### src/sv/bsle_pkg.sv
// Shared types and constants for the bounded sorted list engine.
// Used by the core, the port checker and the testbench; no dependencies.
package bsle_pkg;

    // Default sizes handed to the top level parameters.
    localparam int DEF_CAPACITY     = 32;
    localparam int DEF_PAYLOAD_BITS = 32;

    // Fixed field widths of the stream items.
    localparam int CMD_BITS         = 3;
    localparam int KEY_BITS         = 32;
    localparam int PAYLOAD_IN_BITS  = 32;
    localparam int STATUS_BITS      = 2;
    localparam int COUNT_OUT_BITS   = 6;

    // Packed stream widths, rounded up to whole bytes.
    localparam int IN_FIELD_BITS    = CMD_BITS + KEY_BITS + PAYLOAD_IN_BITS;
    localparam int IN_TDATA_W       = ((IN_FIELD_BITS + 7) / 8) * 8;
    localparam int OUT_FIELD_BITS   = STATUS_BITS + COUNT_OUT_BITS + 2;
    localparam int OUT_TDATA_W      = ((OUT_FIELD_BITS + 7) / 8) * 8;

    // Bit positions inside the result tdata.
    localparam int OUT_COUNT_LSB    = STATUS_BITS;
    localparam int OUT_FULL_BIT     = STATUS_BITS + COUNT_OUT_BITS;
    localparam int OUT_EMPTY_BIT    = STATUS_BITS + COUNT_OUT_BITS + 1;

    // List commands.
    typedef enum logic [CMD_BITS-1:0] {
        CMD_TAIL_INS = 3'd0,
        CMD_HEAD_INS = 3'd1,
        CMD_SORT_INS = 3'd2,
        CMD_TAIL_REM = 3'd3,
        CMD_HEAD_REM = 3'd4,
        CMD_KEY_REM  = 3'd5
    } cmd_t;

    // Result status codes.
    typedef enum logic [STATUS_BITS-1:0] {
        ST_DONE      = 2'd0,
        ST_FULL      = 2'd1,
        ST_EMPTY     = 2'd2,
        ST_NOT_FOUND = 2'd3
    } status_t;

endpackage

### src/sv/bsle_ram.sv
// Generic single-write, single-read synchronous RAM with a registered read port.
// Holds the list records; no package dependencies.
module bsle_ram #(
    parameter int WIDTH = 8,
    parameter int DEPTH = 32
) (
    input  logic                     clk,
    input  logic                     we,
    input  logic [$clog2(DEPTH)-1:0] waddr,
    input  logic [WIDTH-1:0]         wdata,
    input  logic                     re,
    input  logic [$clog2(DEPTH)-1:0] raddr,
    output logic [WIDTH-1:0]         rdata
);

    logic [WIDTH-1:0] mem [DEPTH];

    // Write port and registered read port.
    always_ff @(posedge clk) begin
        if (we) begin
            mem[waddr] <= wdata;
        end
        if (re) begin
            rdata <= mem[raddr];
        end
    end

endmodule

### src/sv/bounded_sorted_list_engine_core.sv
// Bounded sorted list engine: a fixed-capacity list of key/payload records in one RAM.
// Depends on bsle_pkg and bsle_ram.
//
// One command is taken at a time. Tail insert, tail remove, the unused command codes and
// refused commands go from the accepting transfer straight to the final state, which
// loads the output register once it is free. Head insert, sorted insert, head remove and
// remove-by-key make one forward pass over the held entries through the record RAM,
// reading one entry a cycle and writing the shifted entry behind the read pointer, then
// reach the final state; head remove starts its pass at the second entry. A new command
// is accepted while the previous result still waits in the output register; the memory
// holds no state that needs clearing after reset.
module bounded_sorted_list_engine_core #(
    parameter int CAPACITY     = bsle_pkg::DEF_CAPACITY,
    parameter int PAYLOAD_BITS = bsle_pkg::DEF_PAYLOAD_BITS
) (
    input  logic                             aclk,
    input  logic                             aresetn,
    // s_tdata: command [2:0], key [34:3], payload [66:35], zero fill above
    input  logic                             s_tvalid,
    output logic                             s_tready,
    input  logic [bsle_pkg::IN_TDATA_W-1:0]  s_tdata,
    // m_tdata: status [1:0], entry_count [7:2], is_full [8], is_empty [9], zero fill above
    output logic                             m_tvalid,
    input  logic                             m_tready,
    output logic [bsle_pkg::OUT_TDATA_W-1:0] m_tdata
);

    import bsle_pkg::*;

    localparam int IW    = $clog2(CAPACITY);
    localparam int CW    = $clog2(CAPACITY + 1);
    localparam int REC_W = KEY_BITS + PAYLOAD_BITS;

    typedef enum logic [1:0] {
        S_IDLE,
        S_SWEEP,
        S_FINAL
    } state_t;

    typedef enum logic [1:0] {
        OP_NONE,
        OP_INS,
        OP_REM
    } op_t;

    state_t               state_reg;
    op_t                  op_reg;
    cmd_t                 cmd_reg;
    status_t              status_reg;
    logic [KEY_BITS-1:0]  key_reg;
    logic [REC_W-1:0]     carry_reg;
    logic                 found_reg;
    logic [CW-1:0]        rd_idx_reg;
    logic                 pend_reg;
    logic [IW-1:0]        pend_idx_reg;
    logic [CW-1:0]        cnt_reg;
    logic                 m_valid_reg;
    logic [OUT_TDATA_W-1:0] m_data_reg;

    // Input field split.
    cmd_t                       in_cmd;
    logic [KEY_BITS-1:0]        in_key;
    logic [PAYLOAD_IN_BITS-1:0] in_payload;
    logic [PAYLOAD_BITS-1:0]    in_pl_kept;

    assign in_cmd     = cmd_t'(s_tdata[CMD_BITS-1:0]);
    assign in_key     = s_tdata[CMD_BITS +: KEY_BITS];
    assign in_payload = s_tdata[CMD_BITS + KEY_BITS +: PAYLOAD_IN_BITS];

    // Stored payload is the input payload cut or zero-extended to PAYLOAD_BITS.
    if (PAYLOAD_BITS <= PAYLOAD_IN_BITS) begin : g_pl_trunc
        assign in_pl_kept = in_payload[PAYLOAD_BITS-1:0];
    end else begin : g_pl_ext
        assign in_pl_kept = {{(PAYLOAD_BITS - PAYLOAD_IN_BITS){1'b0}}, in_payload};
    end

    // Record RAM.
    logic             ram_we;
    logic [IW-1:0]    ram_waddr;
    logic [REC_W-1:0] ram_wdata;
    logic             ram_re;
    logic [REC_W-1:0] ram_rdata;
    logic [KEY_BITS-1:0] rd_key;

    bsle_ram #(
        .WIDTH (REC_W),
        .DEPTH (CAPACITY)
    ) u_rec_ram (
        .clk   (aclk),
        .we    (ram_we),
        .waddr (ram_waddr),
        .wdata (ram_wdata),
        .re    (ram_re),
        .raddr (rd_idx_reg[IW-1:0]),
        .rdata (ram_rdata)
    );

    assign rd_key = ram_rdata[REC_W-1 -: KEY_BITS];

    // Status of the list at accept time and at the end of a command.
    logic          list_full;
    logic          list_empty;
    logic          out_free;
    logic          sweep_done;
    logic          ins_hit;
    logic          rem_match;
    logic [CW-1:0] cnt_fin;
    status_t       status_fin;
    logic [COUNT_OUT_BITS-1:0] cnt_fin_out;

    // Decode of the offered command and the result register load.
    state_t                 acc_state;
    op_t                    acc_op;
    status_t                acc_status;
    logic                   acc_found;
    logic [CW-1:0]          acc_rd_idx;
    logic                   result_load;
    logic                   m_valid_next;
    logic [OUT_TDATA_W-1:0] m_data_next;

    assign list_full  = (cnt_reg == CW'(CAPACITY));
    assign list_empty = (cnt_reg == '0);
    assign out_free   = !m_valid_reg || m_tready;
    assign sweep_done = (rd_idx_reg == cnt_reg) && !pend_reg;
    assign ins_hit    = found_reg || ((cmd_reg == CMD_SORT_INS) && (rd_key <= key_reg));
    assign rem_match  = (cmd_reg == CMD_KEY_REM) && (rd_key == key_reg);

    // Reads run ahead of writes by one entry, so a read never meets a pending
    // write to the same address.
    assign ram_re = (state_reg == S_SWEEP) && (rd_idx_reg != cnt_reg);

    always_comb begin
        ram_we    = 1'b0;
        ram_waddr = pend_idx_reg;
        ram_wdata = carry_reg;
        if (state_reg == S_SWEEP && pend_reg) begin
            if (op_reg == OP_INS && ins_hit) begin
                // Put the carried record here and pick up the one it displaces.
                ram_we = 1'b1;
            end else if (op_reg == OP_REM && found_reg) begin
                // Move the entry down over the removed one.
                ram_we    = 1'b1;
                ram_waddr = IW'(pend_idx_reg - 1'b1);
                ram_wdata = ram_rdata;
            end
        end else if (state_reg == S_FINAL && op_reg == OP_INS && out_free) begin
            // The last carried record lands in the first free slot, just past the old tail.
            ram_we    = 1'b1;
            ram_waddr = cnt_reg[IW-1:0];
        end
    end

    // What an accepted command sets up: refusals go straight to the result.
    always_comb begin
        acc_state  = S_FINAL;
        acc_op     = OP_NONE;
        acc_status = ST_DONE;
        acc_found  = 1'b0;
        acc_rd_idx = '0;
        case (in_cmd)
            CMD_TAIL_INS, CMD_HEAD_INS, CMD_SORT_INS: begin
                if (list_full) begin
                    acc_status = ST_FULL;
                end else begin
                    acc_op    = OP_INS;
                    acc_found = (in_cmd == CMD_HEAD_INS);
                    if (in_cmd != CMD_TAIL_INS) begin
                        acc_state = S_SWEEP;
                    end
                end
            end
            CMD_TAIL_REM, CMD_HEAD_REM, CMD_KEY_REM: begin
                if (list_empty) begin
                    acc_status = ST_EMPTY;
                end else begin
                    acc_op    = OP_REM;
                    acc_found = (in_cmd != CMD_KEY_REM);
                    if (in_cmd == CMD_HEAD_REM) begin
                        acc_rd_idx = CW'(1);
                        acc_state  = S_SWEEP;
                    end else if (in_cmd == CMD_KEY_REM) begin
                        acc_state  = S_SWEEP;
                    end
                end
            end
            default: begin
            end
        endcase
    end

    // Count and status at the end of the command.
    always_comb begin
        cnt_fin    = cnt_reg;
        status_fin = status_reg;
        case (op_reg)
            OP_INS: begin
                cnt_fin = CW'(cnt_reg + 1'b1);
            end
            OP_REM: begin
                if (found_reg) begin
                    cnt_fin = CW'(cnt_reg - 1'b1);
                end else begin
                    status_fin = ST_NOT_FOUND;
                end
            end
            default: begin
            end
        endcase
    end

    if (CW >= COUNT_OUT_BITS) begin : g_cnt_trunc
        assign cnt_fin_out = cnt_fin[COUNT_OUT_BITS-1:0];
    end else begin : g_cnt_ext
        assign cnt_fin_out = {{(COUNT_OUT_BITS - CW){1'b0}}, cnt_fin};
    end

    // Result word and output valid for the next cycle.
    always_comb begin
        m_data_next = '0;
        m_data_next[STATUS_BITS-1:0] = status_fin;
        m_data_next[OUT_COUNT_LSB +: COUNT_OUT_BITS] = cnt_fin_out;
        m_data_next[OUT_FULL_BIT]  = (cnt_fin == CW'(CAPACITY));
        m_data_next[OUT_EMPTY_BIT] = (cnt_fin == '0);
    end

    assign result_load  = (state_reg == S_FINAL) && out_free;
    assign m_valid_next = result_load || (m_valid_reg && !m_tready);

    // Command sequencer with the output register.
    always_ff @(posedge aclk) begin
        if (!aresetn) begin
            state_reg   <= S_IDLE;
            op_reg      <= OP_NONE;
            found_reg   <= 1'b0;
            pend_reg    <= 1'b0;
            cnt_reg     <= '0;
            m_valid_reg <= 1'b0;
        end else begin
            m_valid_reg <= m_valid_next;

            case (state_reg)
                S_IDLE: begin
                    if (s_tvalid) begin
                        cmd_reg    <= in_cmd;
                        key_reg    <= in_key;
                        carry_reg  <= {in_key, in_pl_kept};
                        status_reg <= acc_status;
                        rd_idx_reg <= acc_rd_idx;
                        pend_reg   <= 1'b0;
                        found_reg  <= acc_found;
                        op_reg     <= acc_op;
                        state_reg  <= acc_state;
                    end
                end

                S_SWEEP: begin
                    // Issue side.
                    pend_reg <= ram_re;
                    if (ram_re) begin
                        pend_idx_reg <= rd_idx_reg[IW-1:0];
                        rd_idx_reg   <= CW'(rd_idx_reg + 1'b1);
                    end
                    // Return side.
                    if (pend_reg) begin
                        if (op_reg == OP_INS && ins_hit) begin
                            carry_reg <= ram_rdata;
                            found_reg <= 1'b1;
                        end else if (op_reg == OP_REM && !found_reg && rem_match) begin
                            found_reg <= 1'b1;
                        end
                    end
                    if (sweep_done) begin
                        state_reg <= S_FINAL;
                    end
                end

                S_FINAL: begin
                    if (out_free) begin
                        cnt_reg    <= cnt_fin;
                        m_data_reg <= m_data_next;
                        state_reg  <= S_IDLE;
                    end
                end

                default: begin
                    state_reg <= S_IDLE;
                end
            endcase
        end
    end

    assign s_tready = (state_reg == S_IDLE);
    assign m_tvalid = m_valid_reg;
    assign m_tdata  = m_data_reg;

endmodule

### config.mk
export PLATFORM = sky130hd
export DESIGN_NAME = bounded_sorted_list_engine_core
export DESIGN_NICKNAME = d
export VERILOG_FILES = /design/src/sv/bsle_pkg.sv /design/src/sv/bsle_ram.sv /design/src/sv/bounded_sorted_list_engine_core.sv
export SDC_FILE = /design/constraint.sdc
export NUM_CORES = 1
export LEC_CHECK = 0
export BUFFER_PORTS_ARGS = -buffer_cell sky130_fd_sc_hd__buf_2
export CORE_MARGIN = 3
export CORE_UTILIZATION = 35
export DETAILED_ROUTE_END_ITERATION = 10
export GPL_TIMING_DRIVEN = 0
export SETUP_SLACK_MARGIN = 0.15
export SYNTH_ARGS = -nofsm -noshare
export SYNTH_HDL_FRONTEND = slang
export SYNTH_HIERARCHICAL = 1
export SYNTH_SLANG_ARGS = --single-unit
### constraint.sdc
create_clock -name aclk -period 8.35 [get_ports aclk]
set_clock_uncertainty 0.2 [all_clocks]
set_input_delay 0.835 -clock aclk [delete_from_list [all_inputs] [get_ports aclk]]
set_output_delay 0.835 -clock aclk [all_outputs]
set_load 0.01 [all_outputs]
==> impl_metrics.py <==
metrics = {
    "outcome": {
        "status": "complete, no violations",
    },
    "timing": {
        "tns_ns": 0,
        "min_period_over_period_pct": 72.15,
        "fmax_mhz": 166.0,
        "worst_slew_pin_slew_ns": 1.370,
        "relSlewSlack_pct": 8.662,
        "hold_viol_final": 0,
        "setup_viol": 0,
        "report.final.slew_viol_count": 0,
        "finalCriticalPeriod_ns": 6.024,
        "grt_setup_unrepaired": "false",
    },
    "finish": {
        "fill_cells": 11390,
        "syn_to_final_growth_pct": 15.72,
        "seqCellArea_um2": 34670,
        "fin_cells": 4237,
        "final_cell_mix": "edfxtp_1 (1146), mux4_2 (303), nand2_1 (124)",
        "final_common_cell": "edfxtp_1",
        "largest_reg_flops": 1024,
        "multi_input_area_um2": 10720,
        "layout-drive-gt1-share_pct": 31.11,
        "finish.net_count": 2519,
        "top_register": "u_rec_ram/mem",
    },
    "clock_network": {
        "clkSlewWorstSetupHoldPaths_ns": 0.06,
        "cts_htree_levels": 3,
        "cts_setup_buffers": 0,
        "post_cts_resized": 0,
        "cts.sinks": 1159,
        "cts_buffers": 111,
        "cts_tree": "done",
        "cts-root-buf": "clkbuf_16",
        "hold_buffers": 0,
        "clk_latency_ns": 0.70,
        "ctsLongestPathBuffers": 3,
    },
    "critical_path": {
        "criticalPathCategory": "register to register",
        "worst_ep_required_time_ns": 8.53,
        "path_cells": "ha_1, a21oi_1, o21ai_0, a221o_1, o31ai_2, nand4_1, a41oi_1, or3b_2, clkbuf_1, nor2_4, buf_12",
        "crit_fanout": 17,
        "cp-end-kind": "register",
        "reg2reg_slack_ns": 2.33,
        "crit_slowest_cell": "nor2_4",
        "max_stage_delay_ns": 0.92,
        "reg2regPathDepth": 11,
        "critPathArrivalTime_ns": 6.20,
        "critPathLaunchType": "register",
    },
    "job": {
        "maxCapViolations": 0,
    },
    "floorplanning": {
        "die_area_um2": 136100,
        "num_io_pins": 94,
        "fp.coreArea_um2": 130100,
        "dieHeight_um": 368.9,
        "rows": 132,
        "start_util_pct": 35.41,
        "fp.dieW_um": 368.9,
    },
    "route": {
        "routed_wl_mm": 125.2,
        "dr.pass1.iters": 6,
        "routedWlPerCell_um": 29.55,
        "vias": 23820,
        "drt-initial-drc-count": 3157,
        "ant_nets": 0,
        "via_per_inst": 5.623,
        "drc": 0,
    },
    "grt": {
        "grt_max_degree": 33,
        "grt_pass1_wl_mm": 176.4,
        "grt-ovfl-total": 0,
        "track_usage_pct": 18.25,
        "first_global_vias": 23500,
        "antenna_found_initial": 2,
    },
    "place": {
        "portBuffers": 50,
        "detailed_place_hpwl_mm": 83.08,
        "routabilityCongestion": 0.8070,
        "dp_cells": 4034,
    },
    "worst_hold_path": {
        "hold_path.class": "input pin to register",
        "min_delay_path_depth": 1,
    },
    "power_and_ir_drop": {
        "powerDensity_nw_per_um2": 230.9,
        "power_leakage_uw": 0.01686,
        "ir_drop_v": 0.0001635,
        "finalPower_uw": 12320,
    },
    "logic_synthesis": {
        "syn-instance-count": 2192,
        "synth_warnings": 6,
        "syn_avg_cell_area_um2": 21.03,
        "synth_area_um2": 46090,
    },
}
[worst max-delay path: cells and delay by family, from the launching register on]
| family | cells | cell delay, ns |
|---|---|---|
| buffers and inverters | 2 | 0.73 |
| AND/OR/NAND/NOR | 3 | 1.83 |
| flip-flops | 1 | 0.50 |
| adder cells (fa/ha/maj) | 1 | 0.35 |
| AO/OA/AOI/OAI | 5 | 2.05 |
[where the power goes]
| part | switching, uW | internal [uW] | leakage [uW] |
|---|---|---|---|
| combinational | 518 | 337 | 0.00468 |
| sequential | 26.8 | 6470 | 0.0104 |
| clock | 2180 | 2790 | 0.00175 |
| total | 2720 | 9600 | 0.0169 |
[layer usage]
metal  vias up  share of wire, %  wire length (um)  GRT usage (%)
met5         -                 0                 0              0
met4         0               2.4              3026          4.202
met3       204                10             12530          3.982
met2      1281                46             57090          27.89
met1     12930                42             52570          26.77
li1       9405                 -                 -              -
[worst paths after layout]
kind,start,end
setup / recovery,u_rec_ram/rdata[39]$_DFFE_PP_,u_rec_ram/mem[16][40]$_DFFE_PP_
hold / removal,s_tdata[10],key_reg[7]$_DFFE_PP_
setup reg to reg,u_rec_ram/rdata[39]$_DFFE_PP_,u_rec_ram/mem[16][40]$_DFFE_PP_
hold reg to reg,op_reg[0]$_SDFFE_PN0P_,op_reg[0]$_SDFFE_PN0P_
[final cells by class]
type / instances / area share, %
Antenna cell: 1 / 0.004692
Buffer: 167 / 1.548
Clock buffer: 131 / 5.428
Clock inverter: 71 / 1.264
Inverter: 46 / 0.3237
Multi-Input combinational cell: 825 / 20.10
Sequential cell: 1159 / 65.01
Tap cell: 1742 / 4.086
Timing Repair Buffer: 95 / 2.238
[per-stage QoR]
stage | cell area (um^2) | hold slack [ns] | setup slack (ns) | utilization, %
2_1_floorplan | 46110 | 0.2584 | 3.791 | -
3_3_place_gp | 48540 | 0.2813 | -0.3756 | 37.30
3_5_place_dp | 49770 | 0.2921 | 2.458 | 38.24
4_1_cts | 53330 | 0.08273 | 2.475 | 40.98
5_1_grt | 53330 | 0.1014 | 2.088 | 40.98
6_report | 53340 | 0.1278 | 2.326 | 40.98
No activity file was read; power rests on OpenSTA's default activity.
